==> config.mk <==
export PLATFORM = sky130hd
export DESIGN_NAME = adc_scan_averager_core
export DESIGN_NICKNAME = d
export VERILOG_FILES = /design/src/design/adcsa_pkg.sv /design/src/design/adcsa_scan.sv /design/src/design/adcsa_div.sv /design/src/design/adc_scan_averager_core.sv
export SDC_FILE = /design/constraint.sdc
export NUM_CORES = 1
export LEC_CHECK = 0
export BUFFER_PORTS_ARGS = -buffer_cell sky130_fd_sc_hd__buf_4
export CAP_MARGIN = 15
export CORE_MARGIN = 5
export CORE_UTILIZATION = 62
export CTS_BUF_LIST = sky130_fd_sc_hd__clkbuf_4 sky130_fd_sc_hd__clkbuf_8 sky130_fd_sc_hd__clkbuf_16
export DETAILED_ROUTE_END_ITERATION = 10
export PLACE_DENSITY = 0.82
export REMOVE_ABC_BUFFERS = 1
export SYNTH_ARGS = -nofsm -noshare
export SYNTH_HDL_FRONTEND = slang
export SYNTH_SLANG_ARGS = --single-unit
export TNS_END_PERCENT = 1
==> constraint.sdc <==
create_clock -name clk -period 11.63 [get_ports clk]
set_clock_uncertainty 0.05 [all_clocks]
set_input_delay 1.7445 -clock clk [delete_from_list [all_inputs] [get_ports clk]]
set_output_delay 1.7445 -clock clk [all_outputs]
set_load 0.005 [all_outputs]
==> src/design/adcsa_pkg.sv <==
`timescale 1ns / 1ps
package adcsa_pkg;

	localparam int SAMPLE_W = 10;
	localparam int CHAN_W   = 4;
	localparam int MASK_W   = 16;

	localparam logic [MASK_W-1:0] MASK_RESET = 16'hFFFF;

	// per-item result fields that travel from the scan stage to the output stage
	typedef struct packed {
		logic [CHAN_W-1:0] mux_select;
		logic              sample_used;
		logic              average_valid;
		logic [CHAN_W-1:0] average_channel;
	} scan_res_t;

endpackage

==> src/design/adcsa_scan.sv <==
`timescale 1ns / 1ps
module adcsa_scan #(
	parameter int SAMPLES  = 8,
	parameter int CHANNELS = 16,
	parameter int CNT_W    = 3,
	parameter int SUM_W    = 13
) (
	input  logic                          clk,
	input  logic                          arst_n,
	input  logic                          cfg_we,
	input  logic [adcsa_pkg::MASK_W-1:0]  cfg_wdata,
	input  logic                          adv,
	input  logic [adcsa_pkg::SAMPLE_W-1:0] sample_s1,
	input  logic [adcsa_pkg::CHAN_W-1:0]  chan_s1,
	output adcsa_pkg::scan_res_t          res_s2,
	output logic [SUM_W-1:0]              sum_s2
);
	import adcsa_pkg::*;

	localparam logic [CNT_W-1:0] LAST_CNT = CNT_W'(SAMPLES - 1);

	logic [MASK_W-1:0] mask_q;
	logic [CHAN_W-1:0] scan_q;
	logic [CNT_W-1:0]  cnt_q;
	logic [SUM_W-1:0]  sum_q;

	logic              match;
	logic              last;
	logic [SUM_W-1:0]  sum_acc;
	logic [CHAN_W-1:0] next_ch;
	scan_res_t         res_d;
	logic [SUM_W-1:0]  sum_d;

	// next active channel after the current one, wrapping; stays put on an empty mask
	always_comb begin
		logic [CHAN_W:0] cand;
		next_ch = scan_q;
		for (int i = CHANNELS; i >= 1; i--) begin
			cand = {1'b0, scan_q} + (CHAN_W+1)'(i);
			if (cand >= (CHAN_W+1)'(CHANNELS)) begin
				cand = cand - (CHAN_W+1)'(CHANNELS);
			end
			if (mask_q[cand[CHAN_W-1:0]]) begin
				next_ch = cand[CHAN_W-1:0];
			end
		end
	end

	always_comb begin
		match   = (chan_s1 == scan_q);
		// first sample of a channel is dropped
		sum_acc = sum_q + ((cnt_q != '0) ? SUM_W'(sample_s1) : '0);
		last    = match && (cnt_q == LAST_CNT);

		res_d.mux_select      = last ? next_ch : scan_q;
		res_d.sample_used     = match;
		res_d.average_valid   = last;
		res_d.average_channel = last ? scan_q : '0;
		sum_d                 = last ? sum_acc : '0;
	end

	always_ff @(posedge clk or negedge arst_n) begin
		if (!arst_n) begin
			mask_q <= MASK_RESET;
		end else if (cfg_we) begin
			mask_q <= cfg_wdata;
		end
	end

	always_ff @(posedge clk or negedge arst_n) begin
		if (!arst_n) begin
			scan_q <= '0;
			cnt_q  <= '0;
			sum_q  <= '0;
		end else if (adv && match) begin
			if (last) begin
				scan_q <= next_ch;
				cnt_q  <= '0;
				sum_q  <= '0;
			end else begin
				cnt_q <= cnt_q + 1'b1;
				sum_q <= sum_acc;
			end
		end
	end

	always_ff @(posedge clk) begin
		if (adv) begin
			res_s2 <= res_d;
			sum_s2 <= sum_d;
		end
	end

endmodule

==> src/design/adcsa_div.sv <==
`timescale 1ns / 1ps
module adcsa_div #(
	parameter int SUM_W   = 13,
	parameter int DIVISOR = 7
) (
	input  logic                           clk,
	input  logic                           load,
	input  adcsa_pkg::scan_res_t           res_s2,
	input  logic [SUM_W-1:0]               sum_s2,
	output adcsa_pkg::scan_res_t           res_s3,
	output logic [adcsa_pkg::SAMPLE_W-1:0] average_s3
);
	import adcsa_pkg::*;

	// exact reciprocal: floor(n * m / 2^shift) == floor(n / d) for every n below 2^SUM_W
	localparam int DIV_L     = $clog2(DIVISOR);
	localparam int DIV_SHIFT = SUM_W + DIV_L;
	localparam logic [SUM_W:0] DIV_MUL =
		(SUM_W+1)'(((longint'(1) << DIV_SHIFT) + longint'(DIVISOR) - 1) / longint'(DIVISOR));

	logic [2*SUM_W:0] prod;

	assign prod = {{(SUM_W+1){1'b0}}, sum_s2} * {{SUM_W{1'b0}}, DIV_MUL};

	always_ff @(posedge clk) begin
		if (load) begin
			res_s3     <= res_s2;
			average_s3 <= prod[DIV_SHIFT +: SAMPLE_W];
		end
	end

endmodule

==> src/design/adc_scan_averager_core.sv <==
`timescale 1ns / 1ps
// a result reaches m_* through the input, scan and reciprocal-multiply registers
// throughput: one input per cycle unless m_tready stalls; a three-deep register pipeline
// (input register, scan state update, reciprocal multiply) with per-stage ready
// reset: arst_n low clears pipeline valids, scan channel, count and sum,
// and sets active_mask to all ones
module adc_scan_averager_core #(
	parameter int SAMPLES  = 8,
	parameter int CHANNELS = 16
) (
	input  logic        clk,
	input  logic        arst_n,
	input  logic        cfg_we,
	input  logic [15:0] cfg_wdata,    // active_mask
	input  logic        s_tvalid,
	output logic        s_tready,
	input  logic [15:0] s_tdata,      // sample[9:0], converted_channel[13:10]
	output logic        m_tvalid,
	input  logic        m_tready,
	output logic [23:0] m_tdata,      // mux_select[3:0], average[13:4], average_channel[17:14]
	output logic [1:0]  m_tuser       // sample_used[0], average_valid[1]
);
	import adcsa_pkg::*;

	localparam int CNT_W = $clog2(SAMPLES);
	localparam int SUM_W = SAMPLE_W + $clog2(SAMPLES - 1);

	logic                v1_q, v2_q, v3_q;
	logic                rdy1, rdy2, rdy3;
	logic [SAMPLE_W-1:0] sample_s1;
	logic [CHAN_W-1:0]   chan_s1;
	scan_res_t           res_s2, res_s3;
	logic [SUM_W-1:0]    sum_s2;
	logic [SAMPLE_W-1:0] average_s3;

	// a stage takes new data when it is empty or its contents move on
	assign rdy3     = !v3_q || m_tready;
	assign rdy2     = !v2_q || rdy3;
	assign rdy1     = !v1_q || rdy2;
	assign s_tready = rdy1;

	always_ff @(posedge clk or negedge arst_n) begin
		if (!arst_n) begin
			v1_q <= 1'b0;
			v2_q <= 1'b0;
			v3_q <= 1'b0;
		end else begin
			if (rdy1) v1_q <= s_tvalid;
			if (rdy2) v2_q <= v1_q;
			if (rdy3) v3_q <= v2_q;
		end
	end

	always_ff @(posedge clk) begin
		if (s_tvalid && rdy1) begin
			sample_s1 <= s_tdata[SAMPLE_W-1:0];
			chan_s1   <= s_tdata[SAMPLE_W +: CHAN_W];
		end
	end

	adcsa_scan #(
		.SAMPLES  (SAMPLES),
		.CHANNELS (CHANNELS),
		.CNT_W    (CNT_W),
		.SUM_W    (SUM_W)
	) u_scan (
		.clk       (clk),
		.arst_n    (arst_n),
		.cfg_we    (cfg_we),
		.cfg_wdata (cfg_wdata),
		.adv       (v1_q && rdy2),
		.sample_s1 (sample_s1),
		.chan_s1   (chan_s1),
		.res_s2    (res_s2),
		.sum_s2    (sum_s2)
	);

	adcsa_div #(
		.SUM_W   (SUM_W),
		.DIVISOR (SAMPLES - 1)
	) u_div (
		.clk        (clk),
		.load       (v2_q && rdy3),
		.res_s2     (res_s2),
		.sum_s2     (sum_s2),
		.res_s3     (res_s3),
		.average_s3 (average_s3)
	);

	assign m_tvalid = v3_q;
	assign m_tdata  = {6'b0, res_s3.average_channel, average_s3, res_s3.mux_select};
	assign m_tuser  = {res_s3.average_valid, res_s3.sample_used};

endmodule

After elaboration in Yosys (flattened, before gate mapping). Index checks and enable logic that the tools add are counted.

Output and inout port bits: 28. Input port bits: 37. Word-level logic and storage cells: 168. Register bits after elaboration: 96.

Multiply operators: 1. Add/subtract/negate cells: 34. Eq/ne operators: 2. Order comparisons: 32. Reductions and logical operators: 12. Mux-type cells: 68.

Operator list (number): $mux 4 (33); $ge 5x5->1 const B (16); $lt 4x5->1 const B (16); $bmux 1 s4 (16); $sub 4x1->4 const B (16); $add 4x4->5 const B (8); $mul 13x14->26 const B (1); $add 4x3->5 const B (4); $mux 1 (16); $add 13x13->13 (1); $mux 13 (1); $add 4x2->5 const B (2); $mux 10 (1); $add 4x1->5 const B (1); $add 4x5->5 const B (1); $logic_and 1x1->1 (5); $eq 4x4->1 (1); $add 3x1->3 const B (1); $eq 3x3->1 const B (1); $logic_not 1->1 (3); $logic_or 1x1->1 (3); $mux 3 (1); $reduce_bool 3->1 (1).

Depth between registers and ports, before layout. Gate-level depths: netlist (run 1).

Word-level depth: 22. Gate-level depth with buffers: 19. Mapped depth without buffers: 19.

Cells and area by module. Synthesis (run 1) repeated with hierarchy kept, for this count alone.

Cells, all modules: 777. Area, all modules: 8255.4 sq um.

By module, submodules not included: adcsa_scan (area each 4804.6 sq um, seq. area each 1611.5 sq um, instances 1, cells an instance 479); adcsa_div (area each 2836.5 sq um, seq. area each 600.6 sq um, instances 1, cells an instance 265); adc_scan_averager_core (area each 614.3 sq um, seq. area each 495.5 sq um, instances 1, cells an instance 33).

Least setup slack after synthesis (run 1). Ideal clock, no wire load.

Path kind: reg-to-reg. Start: reg u_scan.sum_s2[11]. End: reg u_div.average_s3[9] in the netlist's numbering (data pin). Cell stages (with the launch flop): 19. Clock period less this slack: 5374 ps. Arrival: 5064 ps. Setup slack: 6256 ps. Setup time: 260 ps. Path buffers: 0. Data required time: 11320 ps. Path through: edfxtp_1 > inv_1 > ha_1 > fa_1 > inv_1 > fa_1 > fa_1 > inv_1 > fa_1 > inv_1 > ha_1 > a21o_1 > a2111oi_0 > a32oi_1 > a211o_1 > o31a_1 > a311o_1 > a21oi_1 > xnor2_1.

Longest elaborated chain between the ends: 1.

Ends and longest elaborated chain: from (decl) (line adcsa_scan.sv:16) `output logic [SUM_W-1:0] sum_s2`; from (signal assigned) (line adcsa_scan.sv:90) `sum_s2 <= sum_d;`; $mul 13x14->26 (line adcsa_div.sv:23) `assign prod = {{(SUM_W+1){1'b0}}, sum_s2} * {{SUM_W{1'b0}}, DIV_MUL};`; named net u_div.prod[25] (line adcsa_div.sv:21) `logic [2*SUM_W:0] prod;`; to (signal assigned) (line adcsa_div.sv:28) `average_s3 <= prod[DIV_SHIFT +: SAMPLE_W];`; to (decl) (line adcsa_div.sv:11) `output logic [adcsa_pkg::SAMPLE_W-1:0] average_s3`.

The timed path passes the listed nets, and every way through them passes these cells. A chain may end at the register's enable or synchronous reset.

Final worst setup path (run 1). Ends and elaborated chain as after synthesis.

==> impl_results.md, run 1 <==
- Worst Path Required: 11.67 ns
- Worst-Skew Late Latency: 0.35 ns
- Layout Nets: 969
- Worst-path fanout max: 5
- Setup Buffers After CTS: 0
- DRT Pass-1 Iters: 5
- FP Rows: 42
- Most instantiated cells after synthesis: 100 x ha_1, 94 x inv_1, 57 x edfxtp_1, 39 x nand2_1, 36 x nor2_1
- First-pass GRT wire length: 30.2 mm
- Bufs on Longest Clock Path: 2
- FMAX: 0.171 GHz
- Port bufs: 56
- Cell area after synthesis: 0.00836 sq mm
- DP Wirelength: 13.8 mm
- Final GP Congestion: 0.915
- R2r setup slk: 5.79 ns
- Final hold violations: 0
- Gr usage total: 23.3%
- CORE AREA: 0.0132 sq mm
- Cts repair resizes: 0
- Antenna Cells: 0
- CTS tree: yes
- CP arrival: 5.88 ns
- Tot Pwr: 0.00130 W
- DRC violations left: 0
- Vias in the first global route: 6099
- Drt total wl: 18.4 mm
- Netlist cell types: 73
- Antenna violations before repair: 0
- Vias/cell: 6.09
- Yosys top cell area share: 20.5%
- Drt initial violations: 495
- Sequential group share of total power: 35.8%
- Cts hold-fix bufs: 0
- Layout cells sized above 1: 18.5%
- Sequential share of the synthesized area: 32.4%
- Pwr Density: 142 mW/mm^2
- Element type at the critical path end: flip-flop
- Ys Warns: 0
- Sw frac: 35.1%
- Clock period minus worst slack: 5.84 ns
- Routed wire length per instance: 18.6 microns
- Worst-path cell chain: inv_1 -> ha_1 -> fa_1 -> inv_1 -> fa_1 -> fa_1 -> inv_1 -> fa_1 -> inv_1 -> ha_1 -> a21o_1 -> a2111oi_0 -> a32oi_1 -> a211o_1 -> o31a_1 -> a311o_1 -> a21oi_1 -> xnor2_1
- Most instantiated library cell after synthesis: ha_1
- Post-synth EDFFs: 57
- Comb power frac: 40.5%
- Final setup violation count: 0
- Cts bufs inserted: 9
- Horiz. Die Dim: 126 microns
- CP max stage cell: fa_1
- Final max-slew violation count: 0
- Post-Syn Area per Cell: 11.0 sq um
- RSZ-0062 raised after global routing: no
- HP Class: flip-flop to flip-flop
- Area contributors post-synth: edfxtp_1 20%, ha_1 15%, dfrtp_1 6.9%
- Vias: 6000
- P_int: 0.000847 W
- Clk pwr share: 23.7%
- Fin crit share: 50.2%
- Max-Cap Viols: 0
- Layout area overhead: 9.91%
- Outcome: finished clean
- # IOs: 65
- Total congestion overflow: 0
- Routed Antenna Nets: 0
- P_sw: 0.000457 W
- Leak: 4.11 nW
- Top_reg_cell synth: edfxtp_1
- Clk sinks: 96
- Worst-margin pin slew: 1.16 ns
- Max_slew headroom: 22.4%
- Worst-path clk slew: 0.07 ns
- Leading area contributor after synthesis: edfxtp_1
- Initial core utilization: 63.1%
- Die Ht: 126 microns
- Mapped Cells: 761
- CP peak stage delay: 0.53 ns
- Largest net degree at the start of global routing: 40
- Nature of the critical path startpoint: flip-flop
- Yosys reg bits: 96
- Ys async rst share: 40.6%
- Worst setup path category: flip-flop to flip-flop
- Post-route setup TNS: 0 ns
- Die area: 0.0159 sq mm
- Peak VDD IR: 0.118 mV
- CP top delay family: adder cells
- Root Buffer Master: clkbuf_16
- WP buf/inv: 4
- H-Tree Depth: 3
[metal layers]
| metal | global-route usage, % | vias up | part of all wire, % |
|---|---|---|---|
| li1 | - | 2825 | - |
| met1 | 32.9 | 2942 | 45 |
| met2 | 37.7 | 207 | 48 |
| met3 | 3.56 | 26 | 6.0 |
| met4 | 6.75 | 0 | 1.8 |
| met5 | 0 | - | 0 |
[stage by stage]
stage	cell area (sq um)	util [%]	hold WS, ns	setup WS, ns	instances
after floorplan	8210	-	0.350	6.26	735
after global placement	8870	67.0	0.352	6.01	970
after detailed placement	8870	67.0	0.355	5.90	970
after CTS	9180	69.4	0.371	5.82	986
after global routing	9180	69.4	0.377	5.64	986
final	9180	69.4	0.368	5.79	986
[cells in the final DEF, fill, tap and decap left out, types with 19 or more instances in the layout]
cell	Yosys	final
ha_1	100	100
inv_1	94	94
buf_4	7	59
edfxtp_1	57	57
nand2_1	39	39
nor2_1	36	36
mux2i_1	34	34
a21oi_1	30	30
o21ai_0	30	30
fa_1	27	27
mux2_2	24	24
mux4_2	23	23
xnor2_1	22	22
dfrtp_1	23	22
nand2b_1	19	19
[final timing paths]
path                                    from                   to  cells past startpoint
setup / recovery           u_scan.sum_s2[11]  u_div.average_s3[9]                     18
hold / removal              u_scan.res_s2[0]      u_div.res_s3[0]                      0
setup reg to reg           u_scan.sum_s2[11]  u_div.average_s3[9]                     18
hold reg to reg             u_scan.res_s2[0]      u_div.res_s3[0]                      0
max in group asynchronous             arst_n     u_scan.scan_q[0]                      1
min in group asynchronous             arst_n                 v2_q                      1
[cells by family (layout without fill, tap and decap cells)]
kind of cell	Yosys count	in the layout	share of synthesized area (%)
other	1	6	0.0449
AOI/OAI and AO/OA	130	130	10.4
adders and majority gates	127	127	21.4
muxes	91	91	16.5
DFF	96	96	32.4
xor gates and xnor gates	37	37	3.88
and+or+nand+nor	152	152	9.03
buffers and inverters	127	171	6.29
[worst reg2reg max path, stage by stage, from the launching register on]
cell and delay (ns):
edfxtp_1 0.46, inv_1 0.07, ha_1 0.32, fa_1 0.52
inv_1 0.06, fa_1 0.48, fa_1 0.51, inv_1 0.05
fa_1 0.53, inv_1 0.05, ha_1 0.30, a21o_1 0.16
a2111oi_0 0.42, a32oi_1 0.26, a211o_1 0.36, o31a_1 0.32
a311o_1 0.36, a21oi_1 0.21, xnor2_1 0.11
[sequential cells by signal (all words and copies together), names as in the netlist]
name / count
u_scan.mask_q: 16
v2_q: 1
u_scan.cnt_q: 3
u_scan.sum_s2: 13
v1_q: 1
m_tvalid: 1
u_div.average_s3: 10
u_scan.scan_q: 4
u_scan.sum_q: 13
sample_s1: 10
u_div.res_s3: 10
u_scan.res_s2: 10
chan_s1: 4
[layout make-up]
type	instances	area, sq um
clock buffer	11	246
clock inverter	5	63.8
fill	952	4060
inverter	96	360
multi-input combinational	543	5140
sequential	96	2710
tap	176	220
timing repair buffer	59	443
[power by group through the flow]
stage / clock (W) / sequential, W / combinational [W]
floorplan: 0 / 0.000462 / 0.000377
global placement: 0 / 0.000468 / 0.000488
detailed placement: 0 / 0.000473 / 0.000522
CTS: 0.000309 / 0.000467 / 0.000530
global route: 0.000325 / 0.000473 / 0.000601
finish: 0.000309 / 0.000467 / 0.000528
(Power assumes the default switching activity.)
==> run 2, diff against run 1 <==
Settings changed: CORE_UTILIZATION 62 to 56, PLACE_DENSITY 0.82 to 0.78.
Clock period 11.63 ns to 4.8 ns, I/O delays scaled along.
==> run 2 against run 1 <==
The flow now finishes with violations (negative setup slack). Global-route usage decreased by 2.2 points. Final area grew 3.7%. Critical endpoint unchanged. Combinational power increased to 2.7 times the previous value. Die area up 9.8%. Largest cell class unchanged. First-iteration DRC count fell by 38%. Critical path type unchanged. Worst setup slack worse by 6.2 ns. Hold slack lost 0.059 ns. Sequential cell count did not move.
==> impl_results.md, run 2 (synthesis gave the netlist of run 1 again) <==
- Vias/cell: 5.93 (-2.6%)
- R2r setup slk: -0.42 ns (-6.21 ns)
- Post-route setup TNS: -1.69 ns (-1.69 ns)
- WP buf/inv: 3 (-1)
- Initial core utilization: 57.3% (-5.8 points)
- Vias: 6078 (+1.3%)
- Critical path startpoint: u_scan.sum_s2[12]
- Leak: 4.27 nW (+4.0%)
- Drt total wl: 18.3 mm (-0.22%)
- Top cell by count, worst path: fa_1
- Root Buffer Master: clkbuf_16
- Largest net degree at the start of global routing: 40 (unchanged)
- CP top delay family: adder cells
- Final worst slack: -0.420 ns (-6.21 ns)
- CP max stage cell: fa_1
- Drt initial violations: 308 (-38%)
- Reg with most FFs: u_scan.mask_q
- Outcome: finished, violations left
- Peak VDD IR: 0.249 mV (+110%)
- FF-to-FF path depth: 17 (-1)
- Commonest non-fill, non-tap cells in the layout: 96 x ha_1, 90 x inv_1, 86 x buf_4
- Max-Cap Viols: 0 (unchanged)
- DP Wirelength: 14.3 mm (+3.7%)
- CORE AREA: 0.0146 sq mm (+10%)
- Antenna violations before repair: 0 (unchanged)
- Die Ht: 132 microns (+4.8%)
- Design Area, Final: 0.00953 sq mm (+3.7%)
- Max_slew headroom: 35.4% (+13 points)
- Worst setup path category: flip-flop to flip-flop
- Most common cell after layout, fill and taps aside: ha_1
- Die area: 0.0175 sq mm (+9.8%)
- Vias in the first global route: 6130 (+0.51%)
- DRT Pass-1 Iters: 4 (-1)
- Final hold violations: 0 (unchanged)
- Layout Nets: 1000 (+3.2%)
- Worst-path clk slew: 0.07 ns (about the same)
- Largest register FFs: 16 (unchanged)
- Top flop regs: u_scan.mask_q x16, u_scan.sum_q x13, u_scan.sum_s2 x13
- Failing checks: negative setup slack
- Port bufs: 56 (unchanged)
- Routed wire length per instance: 17.9 microns (-4.0%)
- RSZ-0062 raised after global routing: yes
- Horiz. Die Dim: 132 microns (+4.8%)
- Worst Path Required: 4.84 ns (-6.83 ns)
- Gr usage total: 21.1% (-2.2 points)
- First-pass GRT wire length: 30.5 mm (+0.89%)
- HP Class: input port to asynchronous set/reset pin
- Cts bufs inserted: 9 (unchanged)
- Worst setup endpoint: u_div.average_s3[9]
- Crit. path cell count: 17 (-1)
- DRC violations left: 0 (unchanged)
- CTS tree: yes
- Worst-Skew Late Latency: 0.34 ns (about the same)
- Final GP Congestion: 0.936 (+2.3%)
- Nature of the critical path startpoint: flip-flop
- Worst-path cell chain: ha_4 -> fa_1 -> inv_1 -> fa_1 -> fa_1 -> inv_2 -> fa_1 -> inv_2 -> ha_4 -> a21o_1 -> a2111oi_4 -> a32oi_2 -> a211o_1 -> o31a_1 -> a311o_1 -> a21oi_2 -> xnor2_1
- CP peak stage delay: 0.51 ns (-0.02 ns)
- Worst-margin pin slew: 0.969 ns (-0.195 ns)
- Clock period minus worst slack: 5.22 ns (-0.618 ns)
- Worst-path fanout max: 2 (-3)
- Total congestion overflow: 0 (unchanged)
- Post-place setup slack: -0.699 ns (-6.60 ns)
- Cts hold-fix bufs: 0 (unchanged)
- Fin crit share: 109% (+59 points)
- Element type at the critical path end: flip-flop
- Worst r2r dst: u_div.average_s3[9]
- # IOs: 65 (unchanged)
- Placement Cell Area: 0.00909 sq mm (+2.4%)
- Final setup violation count: 7 (+7)
- H-Tree Depth: 3 (unchanged)
- FP Rows: 44 (+4.8%)
- Antenna Cells: 0 (unchanged)
- Layout cells sized above 1: 23.2% (+4.7 points)
- Pwr Density: 348 mW/mm^2 (+150%)
- Final max-slew violation count: 0 (unchanged)
- Worst r2r src: u_scan.sum_s2[12]
- Clk sinks: 96 (unchanged)
- Routed Antenna Nets: 0 (unchanged)
- Layout area overhead: 14.0%
- Bufs on Longest Clock Path: 2 (unchanged)
- CP arrival: 5.26 ns (-0.62 ns)
- FMAX: 0.192 GHz (+12%)
run 2: worst min-delay path by stage:
stage                startpoint              end  slack [ns]  cells past startpoint
6_report                 arst_n  u_scan.cnt_q[2]        0.31                      1
4_1_cts                  arst_n  u_scan.sum_q[2]        0.32                      1
5_1_grt                  arst_n  u_scan.sum_q[9]        0.34                      1
3_3_place_gp   u_scan.res_s2[3]  u_div.res_s3[3]        0.36                      0
3_5_place_dp   u_scan.res_s2[8]  u_div.res_s3[8]        0.35                      0
2_1_floorplan  u_scan.res_s2[0]  u_div.res_s3[0]        0.35                      0
run 2: area by class of cell:
class | count | area (sq um)
tap | 184 | 230
inverter | 96 | 360
timing repair buffer | 90 | 691
clock inverter | 4 | 37.5
clock buffer | 12 | 278
fill | 1062 | 5060
sequential | 96 | 2710
multi-input combinational | 543 | 5220
run 2: power breakdown:
group	leakage (nW)	switching (W)	internal [W]	total (W)
clock	0.157	0.000324	0.000421	0.000745
sequential	1.00	0.0000788	0.00104	0.00112
combinational	3.11	0.000763	0.000692	0.00145
run 2: stage by stage:
stage	util, %	total power (W)	cells	hold WS (ns)
2_1_floorplan	-	0.00203	735	0.350
3_3_place_gp	62.3	0.00237	1005	0.357
3_5_place_dp	62.3	0.00245	1005	0.355
4_1_cts	64.8	0.00325	1023	0.318
5_1_grt	65.3	0.00356	1025	0.339
6_report	65.3	0.00332	1025	0.309
run 2: what timing repair did:
item,4_1_cts,5_1_grt
resized for setup,10,11
setup buffers,2,2
pin swaps,16,7
endpoints found under the setup margin,9,9
run 2: layer usage:
layer / GRT usage [%] / vias up / share of wire [%]
li1: - / 2886 / -
met1: 29.4 / 2966 / 44
met2: 34.4 / 208 / 48
met3: 4.35 / 18 / 6.7
met4: 4.17 / 0 / 1.1
met5: 0 / - / 0
run 2: worst reg2reg max path, stage by stage, from the launching register on:
cell and delay (ns):
edfxtp_1 0.44, ha_4 0.26, fa_1 0.47, inv_1 0.05, fa_1 0.46, fa_1 0.50, inv_2 0.04, fa_1 0.51
inv_2 0.05, ha_4 0.21, a21o_1 0.19, a2111oi_4 0.37, a32oi_2 0.16, a211o_1 0.30, o31a_1 0.28, a311o_1 0.37
a21oi_2 0.16, xnor2_1 0.09
==> run 3, diff against run 2 <==
Settings changed: ABC_AREA from default to 1.
==> run 3 against run 2 <==
The flow now finishes without violations. Clock power grew 3.4%. Highest routed layer unchanged. First-iteration DRC count grew 18%. Area after synthesis shrank 7.1%. Critical endpoint unchanged. Sequential cell count is the same.
==> impl_results.md, run 3 <==
- Outcome: finished clean
- Worst-path fanout max: 3 (+1)
- Leak: 4.52 nW (+5.9%)
- Placed instance count: 1131 (+13%)
- Port bufs: 56 (unchanged)
- CORE AREA: 0.0137 sq mm (-6.0%)
- Clock period minus worst slack: 4.54 ns (-0.676 ns)
- Antenna Cells: 0 (unchanged)
- Peak VDD IR: 0.320 mV (+28%)
- Largest register FFs: 16 (unchanged)
- Vias: 5905 (-2.8%)
- Max-Cap Viols: 0 (unchanged)
- DRC violations left: 0 (unchanged)
- Max_slew headroom: 39.0% (+3.5 points)
- Most instantiated library cell after synthesis: nand2_1
- Reg with most FFs: u_scan.mask_q
- Leading area contributor after synthesis: edfxtp_1
- Worst setup endpoint: u_div.average_s3[9]
- Layout cells sized above 1: 17.5% (-5.6 points)
- Routed wire length per instance: 13.8 microns (-23%)
- Sequential share of the synthesized area: 34.9% (+2.5 points)
- Total congestion overflow: 0 (unchanged)
- Ys Warns: 0 (unchanged)
- Clk pwr share: 17.1% (-5.4 points)
- RSZ-0062 raised after global routing: no
- Drt initial violations: 362 (+18%)
- Sequential group share of total power: 27.9% (-5.8 points)
- Bufs on Longest Clock Path: 2 (unchanged)
- Worst-Skew Late Latency: 0.35 ns (about the same)
- Top_reg_cell synth: edfxtp_1
- Vias/cell: 5.14 (-13%)
- Layout Nets: 1128 (+13%)
- Element type at the critical path end: flip-flop
- P_int: 0.00267 W (+24%)
- Vias in the first global route: 5718 (-6.7%)
- Sw frac: 40.7% (+5.6 points)
- Critical path startpoint: u_scan.sum_s2[11]
- Comb power frac: 55.0% (+11 points)
- P_sw: 0.00183 W (+57%)
- Die area: 0.0163 sq mm (-6.6%)
- Gr usage total: 20.4% (-0.62 points)
- Post-route setup TNS: 0 ns (+1.69 ns)
- FMAX: 0.220 GHz (+15%)
- Most common cell after layout, fill and taps aside: nand2_1
- Netlist cell types: 42 (-42%)
- CP max stage cell: fa_1
- Final GP Congestion: 0.984 (+5.1%)
- Die Ht: 128 microns (-3.3%)
- Final Non-Filler Cells: 1149 (+12%)
- Antenna violations before repair: 0 (unchanged)
- Root Buffer Master: clkbuf_16
- HP Class: input port to asynchronous set/reset pin
- Worst-path clk slew: 0.07 ns (about the same)
- Final setup violation count: 0 (-7)
- Final hold violations: 0 (unchanged)
- Clk sinks: 96 (unchanged)
- FF-to-FF path depth: 20 (+3)
- Initial core utilization: 56.6% (-0.69 points)
- DP Wirelength: 12.0 mm (-16%)
- Most instantiated cells after synthesis: 221 x nand2_1, 141 x inv_1, 100 x ha_1, 60 x nand3_1, 57 x edfxtp_1
- CTS tree: yes
- Horiz. Die Dim: 128 microns (-3.3%)
- Worst-margin pin slew: 0.913 ns (-0.0553 ns)
- Drt total wl: 15.8 mm (-14%)
- Worst Path Required: 4.85 ns (about the same)
- H-Tree Depth: 3 (unchanged)
- Commonest non-fill, non-tap cells in the layout: 220 x nand2_1, 138 x inv_1, 96 x ha_1
- Worst-path cell chain: inv_2 -> ha_4 -> fa_1 -> inv_1 -> fa_1 -> fa_1 -> inv_1 -> fa_1 -> inv_2 -> ha_4 -> nand2_1 -> o21ai_1 -> a21oi_1 -> o21ai_1 -> nand4_1 -> nand2_2 -> nand3_2 -> nor2_1 -> nor2_1 -> xor2_1
- First-pass GRT wire length: 26.8 mm (-12%)
- CP arrival: 4.59 ns (-0.67 ns)
- Yosys reg bits: 96 (unchanged)
- Top flop regs: u_scan.mask_q x16, u_scan.sum_q x13, u_scan.sum_s2 x13
- Worst r2r src: u_scan.sum_s2[11]
- Cell area after synthesis: 0.00776 sq mm (-7.1%)
- Yosys top cell area share: 22.1% (+1.6 points)
- Pwr Density: 511 mW/mm^2 (+47%)
- Cts bufs inserted: 9 (unchanged)
- Worst setup path category: flip-flop to flip-flop
- Worst r2r dst: u_div.average_s3[9]
- # IOs: 65 (unchanged)
- Largest net degree at the start of global routing: 40 (unchanged)
- Nature of the critical path startpoint: flip-flop
- FP Rows: 43 (-2.3%)
- CP peak stage delay: 0.51 ns (about the same)
- Final max-slew violation count: 0 (unchanged)
- R2r setup slk: 0.26 ns (+0.68 ns)
- Post-Syn Area per Cell: 8.64 sq um (-21%)
- DRT Pass-1 Iters: 5 (+1)
- Post-synth EDFFs: 57 (unchanged)
- Layout area overhead: 13.5%
- Top cell by count, worst path: fa_1
- Ys async rst share: 40.6% (unchanged)
- Area contributors post-synth: edfxtp_1 22%, ha_1 16%, nand2_1 11%
- Fin crit share: 94.7% (-14 points)
- Routed Antenna Nets: 0 (unchanged)
- Mapped Cells: 898 (+18%)
run 3: changes by cell type in the layout (fill, tap and decap cells not counted), sizes merged, moves of 11 or more:
cell | previous run | this run
nand2 | 39 | 237
nand3 | 7 | 61
inv | 99 | 151
mux2i | 35 | 0
mux4 | 32 | 0
a21oi | 31 | 54
nand2b | 19 | 0
buf | 90 | 73
and2 | 17 | 2
xnor2 | 22 | 7
nor3 | 11 | 0
run 3: critical path, delay by kind of cell, from the launching register on:
| family | cells | cell delay (ns) |
|---|---|---|
| AO/OA/AOI/OAI | 3 | 0.41 |
| XOR/XNOR | 1 | 0.14 |
| adder cells (fa/ha/maj) | 6 | 2.42 |
| buffers and inverters | 4 | 0.26 |
| flip-flops | 1 | 0.42 |
| AND/OR/NAND/NOR | 6 | 0.58 |
run 3: per-stage QoR:
stage	cell area, sq um	setup WS [ns]	hold slack, ns	utilization (%)	total power [W]
floorplan	7630	0.206	0.350	-	0.00302
global placement	8390	0.162	0.355	61.2	0.00353
detailed placement	8390	0.0208	0.361	61.2	0.00363
CTS	8720	0.0377	0.311	63.6	0.00443
global route	8810	0.0112	0.336	64.2	0.00500
finish	8810	0.256	0.279	64.2	0.00450
run 3: worst min-delay path by stage:
stage,cells after the start,to
detailed placement,0,u_div.res_s3[5]
global placement,0,u_div.res_s3[4]
CTS,1,u_scan.scan_q[1]
global route,1,u_scan.scan_q[0]
finish,1,u_scan.scan_q[1]
floorplan,0,u_div.res_s3[0]
run 3: layout make-up:
cell class              instances  area, sq um
repair buffers                 73          559
clock buffers                  12          300
fillers                      1138         4910
inverters                     151          567
clock inverters                 4         27.5
flip-flops and latches         96         2710
multi-input cells             633         4430
well taps                     180          225
run 3: kinds of logic after synthesis:
group / share of synthesized area (%)
AO/OA/AOI/OAI: 7.58
flip-flops: 34.9
adder cells (fa/ha/maj): 23.1
multiplexers: 2.32
AND/OR/NAND/NOR: 19.3
buffers and inverters: 9.22
XOR/XNOR: 3.61
other: 0.0483
run 3: power groups by stage:
stage | clock, W | combinational [W] | sequential (W)
after floorplan | 0 | 0.00175 | 0.00126
after global placement | 0 | 0.00227 | 0.00127
after detailed placement | 0 | 0.00235 | 0.00128
after CTS | 0.000778 | 0.00239 | 0.00126
after global routing | 0.000814 | 0.00290 | 0.00128
final | 0.000770 | 0.00248 | 0.00126
run 3: repair_timing:
item	CTS	global route
pin swaps	0	8
buffers inserted	0	1
gates resized for setup	1	13
hold buffers	0	0
endpoints found under the setup margin	1	6
run 3: layer usage:
| metal | vias to the layer above | GRT usage [%] | wire [microns] |
|---|---|---|---|
| met5 | - | 0 | 0 |
| met4 | 0 | 6.55 | 263 |
| met3 | 21 | 4.25 | 1100 |
| met2 | 167 | 32.2 | 7280 |
| met1 | 2686 | 28.5 | 7170 |
| li1 | 3031 | - | - |
